File: src/rtl/core/wtgl_pkg.sv
`timescale 1ns / 1ps
`default_nettype none

package wtgl_pkg;

    localparam logic [7:0] C_END_BYTE    = 8'h00;
    localparam logic [7:0] C_NEWLINE     = 8'h0A;
    localparam logic [7:0] C_ASCII_LO    = 8'h20;
    localparam logic [7:0] C_ASCII_END   = 8'h7F;
    localparam logic [7:0] C_LEAD_LO     = 8'hA1;
    localparam logic [7:0] C_LEAD_HI     = 8'hF7;
    localparam logic [7:0] C_SYM_LEAD_LO = 8'hA1;
    localparam logic [7:0] C_SYM_LEAD_END = 8'hAA;
    localparam logic [7:0] C_L1_LEAD_LO  = 8'hB0;
    localparam logic [7:0] C_L1_LEAD_HI  = 8'hF7;
    localparam logic [7:0] C_LOW_BASE    = 8'hA1;
    localparam logic [15:0] C_ROW_LEN    = 16'd94;

    localparam int C_GB_W     = 11;
    localparam int C_CMD_DEPTH = 4;
    localparam int C_RES_DEPTH = 4;

    localparam logic [2:0] REG_FONT_WIDTH  = 3'd0;
    localparam logic [2:0] REG_FONT_HEIGHT = 3'd1;
    localparam logic [2:0] REG_AREA_WIDTH  = 3'd2;
    localparam logic [2:0] REG_AREA_HEIGHT = 3'd3;
    localparam logic [2:0] REG_TOP_OFFSET  = 3'd4;
    localparam logic [2:0] REG_ASCII_BASE  = 3'd5;
    localparam logic [2:0] REG_SYMBOL_BASE = 3'd6;
    localparam logic [2:0] REG_LEVEL1_BASE = 3'd7;

    typedef enum logic [1:0] {
        OP_END     = 2'd0,
        OP_NEWLINE = 2'd1,
        OP_GLYPH   = 2'd2
    } t_op;

    typedef struct packed {
        t_op        op;
        logic [7:0] hi;
        logic [7:0] lo;
        logic       wide;
    } t_cmd;

    typedef struct packed {
        logic [5:0]  font_width;
        logic [6:0]  font_height;
        logic [11:0] area_width;
        logic [11:0] area_height;
        logic [11:0] top_offset;
        logic [15:0] ascii_base;
        logic [15:0] symbol_base;
        logic [15:0] level1_base;
    } t_cfg;

    typedef struct packed {
        logic               kind;
        logic [11:0]        x_pos;
        logic signed [15:0] y_pos;
        logic [6:0]         glyph_width;
        logic [15:0]        glyph_index;
        logic [15:0]        line_count;
    } t_place;

    typedef struct packed {
        t_place      place;
        logic [23:0] rom_address;
    } t_result;

endpackage

`default_nettype wire

File: src/rtl/core/wtgl_fifo.sv
`timescale 1ns / 1ps
`default_nettype none

module wtgl_fifo #(
    parameter int WIDTH = 8,
    parameter int DEPTH = 4
) (
    input  wire logic             i_clk,
    input  wire logic             i_rst_n,
    input  wire logic             i_push,
    input  wire logic [WIDTH-1:0] i_data,
    output logic                  o_full,
    input  wire logic             i_pop,
    output logic                  o_empty,
    output logic [WIDTH-1:0]      o_data
);

    localparam int AW = (DEPTH > 1) ? $clog2(DEPTH) : 1;
    localparam int CW = $clog2(DEPTH + 1);
    localparam logic [CW-1:0] C_FULL = CW'(DEPTH);

    logic [WIDTH-1:0] r_mem [DEPTH];
    logic [AW-1:0]    r_wr, r_rd;
    logic [CW-1:0]    r_count;
    logic             do_push, do_pop;

    assign o_full  = (r_count == C_FULL);
    assign o_empty = (r_count == '0);
    assign o_data  = r_mem[r_rd];
    assign do_push = i_push && !o_full;
    assign do_pop  = i_pop && !o_empty;

    always_ff @(posedge i_clk) begin
        if (do_push) begin
            r_mem[r_wr] <= i_data;
        end
    end

    always_ff @(posedge i_clk) begin
        if (!i_rst_n) begin
            r_wr    <= '0;
            r_rd    <= '0;
            r_count <= '0;
        end else begin
            if (do_push) begin
                r_wr <= (r_wr == AW'(DEPTH - 1)) ? '0 : r_wr + AW'(1);
            end
            if (do_pop) begin
                r_rd <= (r_rd == AW'(DEPTH - 1)) ? '0 : r_rd + AW'(1);
            end
            if (do_push && !do_pop) begin
                r_count <= r_count + CW'(1);
            end else if (do_pop && !do_push) begin
                r_count <= r_count - CW'(1);
            end
        end
    end

endmodule

`default_nettype wire

File: src/rtl/core/wtgl_front.sv
`timescale 1ns / 1ps
`default_nettype none

module wtgl_front
    import wtgl_pkg::*;
(
    input  wire logic       i_clk,
    input  wire logic       i_rst_n,
    input  wire logic       i_push,
    input  wire logic [7:0] i_text_byte,
    input  wire logic       i_cmd_full,
    output logic            o_cmd_push,
    output t_cmd            o_cmd
);

    logic       r_lead_pending, n_lead_pending;
    logic [7:0] r_lead_byte, n_lead_byte;
    logic       accept;

    assign accept = i_push && !i_cmd_full;

    always_comb begin
        n_lead_pending = r_lead_pending;
        n_lead_byte    = r_lead_byte;
        o_cmd_push     = 1'b0;
        o_cmd.op       = OP_GLYPH;
        o_cmd.hi       = 8'h00;
        o_cmd.lo       = i_text_byte;
        o_cmd.wide     = 1'b0;
        if (accept) begin
            if (i_text_byte == C_END_BYTE) begin
                o_cmd_push     = 1'b1;
                o_cmd.op       = OP_END;
                n_lead_pending = 1'b0;
                n_lead_byte    = 8'h00;
            end else if (r_lead_pending) begin
                o_cmd_push     = 1'b1;
                o_cmd.hi       = r_lead_byte;
                o_cmd.wide     = 1'b1;
                n_lead_pending = 1'b0;
            end else if (i_text_byte == C_NEWLINE) begin
                o_cmd_push = 1'b1;
                o_cmd.op   = OP_NEWLINE;
            end else if (i_text_byte >= C_ASCII_LO && i_text_byte < C_ASCII_END) begin
                o_cmd_push = 1'b1;
            end else if (i_text_byte >= C_LEAD_LO && i_text_byte <= C_LEAD_HI) begin
                n_lead_pending = 1'b1;
                n_lead_byte    = i_text_byte;
            end
        end
    end

    always_ff @(posedge i_clk) begin
        if (!i_rst_n) begin
            r_lead_pending <= 1'b0;
            r_lead_byte    <= 8'h00;
        end else begin
            r_lead_pending <= n_lead_pending;
            r_lead_byte    <= n_lead_byte;
        end
    end

endmodule

`default_nettype wire

File: src/rtl/core/wtgl_back.sv
`timescale 1ns / 1ps
`default_nettype none

module wtgl_back
    import wtgl_pkg::*;
#(
    parameter int ROM_ADDR_BITS = 24
) (
    input  wire logic i_clk,
    input  wire logic i_rst_n,
    input  wire t_cfg i_cfg,
    input  wire logic i_load_y,
    input  wire logic i_cmd_valid,
    input  wire t_cmd i_cmd,
    output logic      o_cmd_pop,
    input  wire logic i_res_full,
    output logic      o_res_push,
    output t_result   o_res
);

    localparam int PW = 16 + C_GB_W;

    logic [11:0]        r_x, n_x;
    logic [15:0]        r_y, n_y;
    logic [15:0]        r_lines, n_lines;
    logic [C_GB_W-1:0]  r_glyph_bytes;
    logic               r_a_valid, n_a_valid;
    t_place             r_a, n_a;
    logic               r_b_valid;
    t_result            r_b;

    logic        a_ready, b_ready;
    logic [4:0]  rows;
    logic [6:0]  w;
    logic [12:0] x_sum;
    logic        wrap;
    logic [16:0] y_inc;
    logic [15:0] y_nl, l_nl;
    logic [11:0] x0;
    logic [15:0] y0, l0;
    logic [17:0] bottom;
    logic        shown;
    logic [7:0]  row;
    logic [15:0] base, t_lin, idx;
    logic [PW-1:0] product, addr_mask;

    assign rows = (i_cfg.font_height == 7'd0) ? 5'd1
                : {1'b0, 4'((i_cfg.font_height - 7'd1) >> 3)} + 5'd1;

    always_ff @(posedge i_clk) begin
        r_glyph_bytes <= C_GB_W'(rows) * C_GB_W'(i_cfg.font_width);
    end

    assign b_ready   = !r_b_valid || !i_res_full;
    assign a_ready   = !r_a_valid || b_ready;
    assign o_cmd_pop = i_cmd_valid && a_ready;

    // cursor advance
    always_comb begin
        w      = i_cmd.wide ? {i_cfg.font_width, 1'b0} : {1'b0, i_cfg.font_width};
        x_sum  = {1'b0, r_x} + {6'b0, w};
        wrap   = x_sum > {1'b0, i_cfg.area_width};
        y_inc  = {r_y[15], r_y} + {10'b0, i_cfg.font_height};
        y_nl   = (!y_inc[16] && y_inc[15]) ? 16'h7FFF : y_inc[15:0];
        l_nl   = (r_lines == 16'hFFFF) ? r_lines : r_lines + 16'd1;
        x0     = wrap ? 12'd0 : r_x;
        y0     = wrap ? y_nl : r_y;
        l0     = wrap ? l_nl : r_lines;
        bottom = {{2{y0[15]}}, y0} + {11'b0, i_cfg.font_height} - 18'd1;
        shown  = !bottom[17] && ($signed({y0[15], y0}) < $signed({5'b0, i_cfg.area_height}));
    end

    // font table index
    always_comb begin
        row  = 8'h00;
        base = i_cfg.symbol_base;
        if (i_cmd.hi >= C_SYM_LEAD_LO && i_cmd.hi < C_SYM_LEAD_END) begin
            row = i_cmd.hi - C_SYM_LEAD_LO;
        end else if (i_cmd.hi >= C_L1_LEAD_LO && i_cmd.hi <= C_L1_LEAD_HI) begin
            row  = i_cmd.hi - C_L1_LEAD_LO;
            base = i_cfg.level1_base;
        end
        t_lin = {8'b0, row} * C_ROW_LEN + {8'b0, i_cmd.lo} - {8'b0, C_LOW_BASE};
        if (i_cmd.hi == 8'h00) begin
            idx = {8'b0, i_cmd.lo} + i_cfg.ascii_base;
        end else if ((i_cmd.hi >= C_SYM_LEAD_LO && i_cmd.hi < C_SYM_LEAD_END)
                     || (i_cmd.hi >= C_L1_LEAD_LO && i_cmd.hi <= C_L1_LEAD_HI)) begin
            idx = {t_lin[14:0], 1'b0} + base;
        end else begin
            idx = i_cfg.symbol_base;
        end
    end

    always_comb begin
        n_x             = r_x;
        n_y             = r_y;
        n_lines         = r_lines;
        n_a_valid       = 1'b0;
        n_a.kind        = 1'b0;
        n_a.x_pos       = x0;
        n_a.y_pos       = y0;
        n_a.glyph_width = w;
        n_a.glyph_index = idx;
        n_a.line_count  = l0;
        if (o_cmd_pop) begin
            case (i_cmd.op)
                OP_END: begin
                    n_a_valid       = 1'b1;
                    n_a.kind        = 1'b1;
                    n_a.x_pos       = 12'd0;
                    n_a.y_pos       = 16'sd0;
                    n_a.glyph_width = 7'd0;
                    n_a.glyph_index = 16'd0;
                    n_a.line_count  = r_lines;
                    n_x             = 12'd0;
                    n_y             = {{4{i_cfg.top_offset[11]}}, i_cfg.top_offset};
                    n_lines         = 16'd1;
                end
                OP_NEWLINE: begin
                    if (r_x != 12'd0) begin
                        n_x     = 12'd0;
                        n_y     = y_nl;
                        n_lines = l_nl;
                    end
                end
                OP_GLYPH: begin
                    n_a_valid = shown;
                    n_x       = x0 + {5'b0, w};
                    n_y       = y0;
                    n_lines   = l0;
                end
                default: begin
                    n_a_valid = 1'b0;
                end
            endcase
        end
        if (i_load_y) begin
            n_y = {{4{i_cfg.top_offset[11]}}, i_cfg.top_offset};
        end
    end

    for (genvar gi = 0; gi < PW; gi++) begin : g_mask
        assign addr_mask[gi] = (gi < ROM_ADDR_BITS);
    end

    assign product = (PW'(r_a.glyph_index) * PW'(r_glyph_bytes)) & addr_mask;

    always_ff @(posedge i_clk) begin
        if (a_ready) begin
            r_a <= n_a;
        end
        if (b_ready) begin
            r_b.place       <= r_a;
            r_b.rom_address <= product[23:0];
        end
    end

    always_ff @(posedge i_clk) begin
        if (!i_rst_n) begin
            r_x       <= 12'd0;
            r_y       <= 16'd0;
            r_lines   <= 16'd1;
            r_a_valid <= 1'b0;
            r_b_valid <= 1'b0;
        end else begin
            r_x     <= n_x;
            r_y     <= n_y;
            r_lines <= n_lines;
            if (a_ready) begin
                r_a_valid <= n_a_valid;
            end
            if (b_ready) begin
                r_b_valid <= r_a_valid;
            end
        end
    end

    assign o_res_push = r_b_valid && !i_res_full;
    assign o_res      = r_b;

endmodule

`default_nettype wire

File: src/rtl/core/wrapped_text_glyph_layout.sv
`timescale 1ns / 1ps
`default_nettype none

// Lays out a byte stream of ASCII and two-byte GB2312 text into wrapped lines and
// emits one result per visible glyph (position, width, font index, ROM address) and
// a line-count summary on byte 0, which also returns the cursor to its start. One
// text byte is taken per clock while the command queue is not full; a GB2312 glyph
// takes two bytes. A result passes through the command queue, the cursor stage (the
// only serial loop, one command a cycle while the result path is not stalled), the
// ROM address multiply stage and the result queue before it reaches the result ports.
// Configuration is written over the APB port at byte address 4*i while no text is
// in flight; writing top_offset also reloads the cursor row in the next cycle.

module wrapped_text_glyph_layout
    import wtgl_pkg::*;
#(
    parameter int ROM_ADDR_BITS = 24
) (
    input  wire logic        i_clk,
    input  wire logic        i_rst_n,
    input  wire logic        push,
    output logic             full,
    input  wire logic [7:0]  i_text_byte,
    output logic             empty,
    input  wire logic        pop,
    output logic             o_kind,
    output logic [11:0]      o_x_pos,
    output logic signed [15:0] o_y_pos,
    output logic [6:0]       o_glyph_width,
    output logic [15:0]      o_glyph_index,
    output logic [23:0]      o_rom_address,
    output logic [15:0]      o_line_count,
    input  wire logic        psel,
    input  wire logic        penable,
    input  wire logic        pwrite,
    input  wire logic [4:0]  paddr,
    input  wire logic [31:0] pwdata,
    output logic [31:0]      prdata,
    output logic             pready
);

    t_cfg    r_cfg;
    logic    cfg_wr, load_y;
    logic    r_load_y;
    t_cmd    front_cmd, q_cmd;
    logic    front_push, cmd_full, cmd_empty, cmd_pop;
    t_result back_res, q_res;
    logic    res_push, res_full;

    assign pready = 1'b1;
    assign cfg_wr = psel && penable && pwrite && pready;
    assign load_y = cfg_wr && (paddr[4:2] == REG_TOP_OFFSET);

    always_ff @(posedge i_clk) begin
        if (!i_rst_n) begin
            r_cfg.font_width  <= 6'd8;
            r_cfg.font_height <= 7'd16;
            r_cfg.area_width  <= 12'd128;
            r_cfg.area_height <= 12'd64;
            r_cfg.top_offset  <= 12'd0;
            r_cfg.ascii_base  <= 16'd0;
            r_cfg.symbol_base <= 16'd0;
            r_cfg.level1_base <= 16'd0;
        end else if (cfg_wr) begin
            case (paddr[4:2])
                REG_FONT_WIDTH:  r_cfg.font_width  <= pwdata[5:0];
                REG_FONT_HEIGHT: r_cfg.font_height <= pwdata[6:0];
                REG_AREA_WIDTH:  r_cfg.area_width  <= pwdata[11:0];
                REG_AREA_HEIGHT: r_cfg.area_height <= pwdata[11:0];
                REG_TOP_OFFSET:  r_cfg.top_offset  <= pwdata[11:0];
                REG_ASCII_BASE:  r_cfg.ascii_base  <= pwdata[15:0];
                REG_SYMBOL_BASE: r_cfg.symbol_base <= pwdata[15:0];
                REG_LEVEL1_BASE: r_cfg.level1_base <= pwdata[15:0];
                default: begin
                end
            endcase
        end
    end

    // load the cursor row once the new top_offset is held
    always_ff @(posedge i_clk) begin
        if (!i_rst_n) begin
            r_load_y <= 1'b0;
        end else begin
            r_load_y <= load_y;
        end
    end

    always_comb begin
        case (paddr[4:2])
            REG_FONT_WIDTH:  prdata = {26'd0, r_cfg.font_width};
            REG_FONT_HEIGHT: prdata = {25'd0, r_cfg.font_height};
            REG_AREA_WIDTH:  prdata = {20'd0, r_cfg.area_width};
            REG_AREA_HEIGHT: prdata = {20'd0, r_cfg.area_height};
            REG_TOP_OFFSET:  prdata = {20'd0, r_cfg.top_offset};
            REG_ASCII_BASE:  prdata = {16'd0, r_cfg.ascii_base};
            REG_SYMBOL_BASE: prdata = {16'd0, r_cfg.symbol_base};
            REG_LEVEL1_BASE: prdata = {16'd0, r_cfg.level1_base};
            default:         prdata = 32'd0;
        endcase
    end

    wtgl_front u_front (
        .i_clk       (i_clk),
        .i_rst_n     (i_rst_n),
        .i_push      (push),
        .i_text_byte (i_text_byte),
        .i_cmd_full  (cmd_full),
        .o_cmd_push  (front_push),
        .o_cmd       (front_cmd)
    );

    assign full = cmd_full;

    wtgl_fifo #(
        .WIDTH ($bits(t_cmd)),
        .DEPTH (C_CMD_DEPTH)
    ) u_cmd_q (
        .i_clk   (i_clk),
        .i_rst_n (i_rst_n),
        .i_push  (front_push),
        .i_data  (front_cmd),
        .o_full  (cmd_full),
        .i_pop   (cmd_pop),
        .o_empty (cmd_empty),
        .o_data  (q_cmd)
    );

    wtgl_back #(
        .ROM_ADDR_BITS (ROM_ADDR_BITS)
    ) u_back (
        .i_clk       (i_clk),
        .i_rst_n     (i_rst_n),
        .i_cfg       (r_cfg),
        .i_load_y    (r_load_y),
        .i_cmd_valid (!cmd_empty),
        .i_cmd       (q_cmd),
        .o_cmd_pop   (cmd_pop),
        .i_res_full  (res_full),
        .o_res_push  (res_push),
        .o_res       (back_res)
    );

    wtgl_fifo #(
        .WIDTH ($bits(t_result)),
        .DEPTH (C_RES_DEPTH)
    ) u_res_q (
        .i_clk   (i_clk),
        .i_rst_n (i_rst_n),
        .i_push  (res_push),
        .i_data  (back_res),
        .o_full  (res_full),
        .i_pop   (pop),
        .o_empty (empty),
        .o_data  (q_res)
    );

    assign o_kind        = q_res.place.kind;
    assign o_x_pos       = q_res.place.x_pos;
    assign o_y_pos       = q_res.place.y_pos;
    assign o_glyph_width = q_res.place.glyph_width;
    assign o_glyph_index = q_res.place.glyph_index;
    assign o_line_count  = q_res.place.line_count;
    assign o_rom_address = q_res.rom_address;

endmodule

`default_nettype wire
File: config.mk
export PLATFORM = sky130hd
export DESIGN_NAME = wrapped_text_glyph_layout
export DESIGN_NICKNAME = d
export VERILOG_FILES = /design/src/rtl/core/wtgl_pkg.sv /design/src/rtl/core/wtgl_fifo.sv /design/src/rtl/core/wtgl_front.sv /design/src/rtl/core/wtgl_back.sv /design/src/rtl/core/wrapped_text_glyph_layout.sv
export SDC_FILE = /design/constraint.sdc
export NUM_CORES = 2
export LEC_CHECK = 0
export BUFFER_PORTS_ARGS = -buffer_cell sky130_fd_sc_hd__buf_4
export CAP_MARGIN = 20
export CORE_MARGIN = 4
export CORE_UTILIZATION = 40
export CTS_BUF_LIST = sky130_fd_sc_hd__clkbuf_8
export CTS_CLUSTER_DIAMETER = 120
export CTS_CLUSTER_SIZE = 8
export DETAILED_ROUTE_END_ITERATION = 8
export GPL_TIMING_DRIVEN = 0
export PLACE_DENSITY_LB_ADDON = 0.1
export RECOVER_POWER = 50
export SYNTH_ARGS = -nofsm -noshare
export SYNTH_HDL_FRONTEND = slang
export SYNTH_SLANG_ARGS = --single-unit
File: constraint.sdc
create_clock -name i_clk -period 22.9 [get_ports i_clk]
set_input_delay 4.58 -clock i_clk [delete_from_list [all_inputs] [get_ports i_clk]]
set_output_delay 4.58 -clock i_clk [all_outputs]
set_load 0.01 [all_outputs]
==> results.sh <==
export IMPL_outcome="finished with violations"
export IMPL_violations="capacitance limit, slew limit"
export IMPL_cts_tree="yes"
export IMPL_cts_sink_count=786
export IMPL_swShare_pct=42.8
export IMPL_dpl_cell_area_sq_um=45100
export IMPL_fill_cells=9709
export IMPL_root_buffer="clkbuf_8"
export IMPL_synth_compound_area_share_pct=8.46
export IMPL_drive_gt1_share_pct=11.7
export IMPL_synth_fa_ha_area_share_pct=14.0
export IMPL_ir_worst_vdd_mv=0.468
export IMPL_seqPwrFrac_pct=29.3
export IMPL_cp_data_required_time_ns=18.32
export IMPL_clkPwrFrac_pct=15.5
export IMPL_via_per_inst=5.29
export IMPL_drv_slew=302
export IMPL_gp_congestion=0.898
export IMPL_synth_top_area_share_pct=43.0
export IMPL_period_share_pct=50.5
export IMPL_yosys_register_bits=786
export IMPL_synth_top_cell_by_area="edfxtp_1"
export IMPL_overflow=0
export IMPL_met3_usage_pct=2.71
export IMPL_grt_pass1_wl_um=170000
export IMPL_power_frac_comb_pct=55.2
export IMPL_syn_avg_cell_area_sq_um=12.1
export IMPL_synth_top_family_by_area="adder cells"
export IMPL_max_freq_mhz=86.4
export IMPL_seq_area_frac_synth_pct=51.7
export IMPL_post_route_min_period_ns=11.58
export IMPL_post_cts_buffers=0
export IMPL_leakage_nw=18.5
export IMPL_wl_um=111000
export IMPL_yosysMostFrequentCell="edfxtp_1"
export IMPL_synth_async_reset_ratio_pct=0
export IMPL_hold_class="reg2reg"
export IMPL_final_area_sq_um=47000
export IMPL_fp_coreArea_sq_um=104000
export IMPL_rows=118
export IMPL_tns_ns=0
export IMPL_clk_insertion_delay_late_ns=0.79
export IMPL_initial_core_util_pct=40.5
export IMPL_worstSetupEndpointType="output port"
export IMPL_cts_resized=0
export IMPL_post_dp_hpwl_um=81800
export IMPL_die_h_um=333
export IMPL_nets=4190
export IMPL_firstDrtPassIters=5
export IMPL_finish_utilization_pct=45.1
export IMPL_rsz0062_at_grt="no"
export IMPL_synthTopCellsByCount="edfxtp_1, nand2_1, inv_1"
export IMPL_grt_pass1_vias=27600
export IMPL_synth_edf_count=604
export IMPL_use_met1_pct=29.7
export IMPL_setup_violations=0
export IMPL_ios=179
export IMPL_clkTransAtPathRegs_ns=0.08
export IMPL_power_density_nw_per_um2=132
export IMPL_synthDistinctLibCells=82
export IMPL_io_buffers=134
export IMPL_drc=0
export IMPL_timing_max_cap_violations=8
export IMPL_globalRoute_busiestLayer="met2"
export IMPL_cp_max_fo=10
export IMPL_synthTopCellsByArea="edfxtp_1, dfxtp_1, fa_1"
export IMPL_detail_route_wl_per_cell_um=21.3
export IMPL_crit_type="in2out"
export IMPL_muxShareOfSynthArea_pct=8.20
export IMPL_arrival_ns=7.00
export IMPL_p_sw_mw=2.65
export IMPL_synthXorXnorAreaFrac_pct=2.35
export IMPL_finalHoldViolCount=0
export IMPL_synthCells=3490
export IMPL_synth_simple_gate_area_share_pct=11.1
export IMPL_dr_total_vias=27500
export IMPL_slew_headroom_pct=-150
export IMPL_hold_buffers=0
export IMPL_grt_antenna_before_repair=5
export IMPL_tightest_slew_ns=3.76
export IMPL_p_int_mw=3.54
export IMPL_die_area_sq_um=111000
export IMPL_critPathLaunchType="primary input"
export IMPL_cts_buffers=108
export IMPL_cts_buffer_depth=3
export IMPL_syn_area_sq_um=42100
export IMPL_die_w_um=333
export IMPL_htreeDepth=3
export IMPL_ant_nets=0
export IMPL_grt_met2_usage_pct=30.6
export IMPL_power_mw=6.18
export IMPL_synth_ff_type="edfxtp_1"
export IMPL_grt_usage_pct=19.8
export IMPL_syn2layout_area_growth_pct=11.4
export IMPL_grt_max_degree=55
export IMPL_drt_iter0_drc=2116
export IMPL_skew_ns=0.0765
export IMPL_synth_warning_count=0
[state kept, by name, indices dropped and copies added (netlist names), named ones only]
signal / flops
u_front.r_lead_byte: 8
u_cmd_q.r_mem: 76
u_cmd_q.r_count: 3
u_back.r_lines: 16
u_back.r_y: 16
u_back.r_b_valid: 1
u_res_q.r_count: 3
u_front.r_lead_pending: 1
u_cmd_q.r_rd: 2
u_res_q.r_rd: 2
r_load_y: 1
u_back.r_a_valid: 1
u_back.r_x: 12
u_back.o_res: 92
u_cmd_q.r_wr: 2
r_cfg: 97
u_res_q.r_wr: 2
u_back.r_a: 68
u_back.r_glyph_bytes: 11
u_res_q.r_mem: 368
[power groups by stage]
stage	Clock [mW]	Sequential [mW]	Combinational [mW]
after CTS	1.00	1.81	3.44
after global placement	0	1.84	3.40
after floorplan	0	1.79	2.52
after detailed placement	0	1.84	3.42
final	0.961	1.81	3.41
after global routing	1.06	1.82	3.87
[cells by family (layout without fill, tap and decap cells)]
family / Yosys count / in the layout
simple gates: 1001 / 1001
flops: 786 / 786
compound gates: 566 / 566
buf+inv: 453 / 773
fa+ha+maj: 376 / 376
mux: 193 / 193
xor+xnor: 113 / 113
other cells: 2 / 19
[metal layers]
metal	part of all wire, %	up-vias
li1	-	13000
met1	48	13600
met2	45	717
met3	5.5	142
met4	2.0	0
met5	0	-
[layout make-up]
type,count,area (sq um),area share [%]
antenna,2,5.00,0.0107
buffer,172,719,1.53
clock buffer,109,1500,3.19
clock inverter,64,315,0.671
inverter,281,1060,2.25
multi-input combinational,2266,18600,39.7
sequential,786,21800,46.4
tap,1380,1730,3.68
timing repair buffer,147,1210,2.58
[cell usage in the layout, fill, tap and decap left out, types with 49 or more instances in the layout]
master,count
nor3_1,62
nand2_1,404
xnor2_1,64
clkbuf_1,135
o21ai_0,80
clkbuf_8,109
nor2_1,208
ha_1,215
dfxtp_1,182
xor2_1,49
nand3_1,49
mux4_2,119
inv_1,334
buf_4,151
fa_1,161
a21oi_1,240
and2_1,108
edfxtp_1,604
[worst max-delay path: stages]
cell and delay [ns]:
clkbuf_1 0.37, buf_1 0.55, buf_1 0.67, mux2i_1 0.28, nor2_1 0.06, a21oi_1 0.14, o22ai_1 0.13, buf_4 0.20
[metrics by stage]
stage	worst slack, ns	cells	hold slack (ns)
after floorplan	12.12	3505	0.400
after global placement	11.33	5019	0.403
after detailed placement	11.40	5029	0.405
after CTS	11.39	5202	0.410
after global routing	11.09	5207	0.423
final	11.32	5207	0.410
[path summary, 6_finish.rpt]
| path | to | cells after the start | from | slack, ns |
|---|---|---|---|---|
| worst max-delay path | prdata[7] | 8 | paddr[2] | 11.32 |
| worst min-delay path | u_back.o_res[56] | 0 | u_back.r_a[32] | 0.41 |
| worst max register to register | u_back.r_a[31] | 35 | flip-flop | 12.75 |
| worst min register to register | u_back.o_res[56] | 0 | u_back.r_a[32] | 0.41 |
Power figures use the tool's default switching activity.
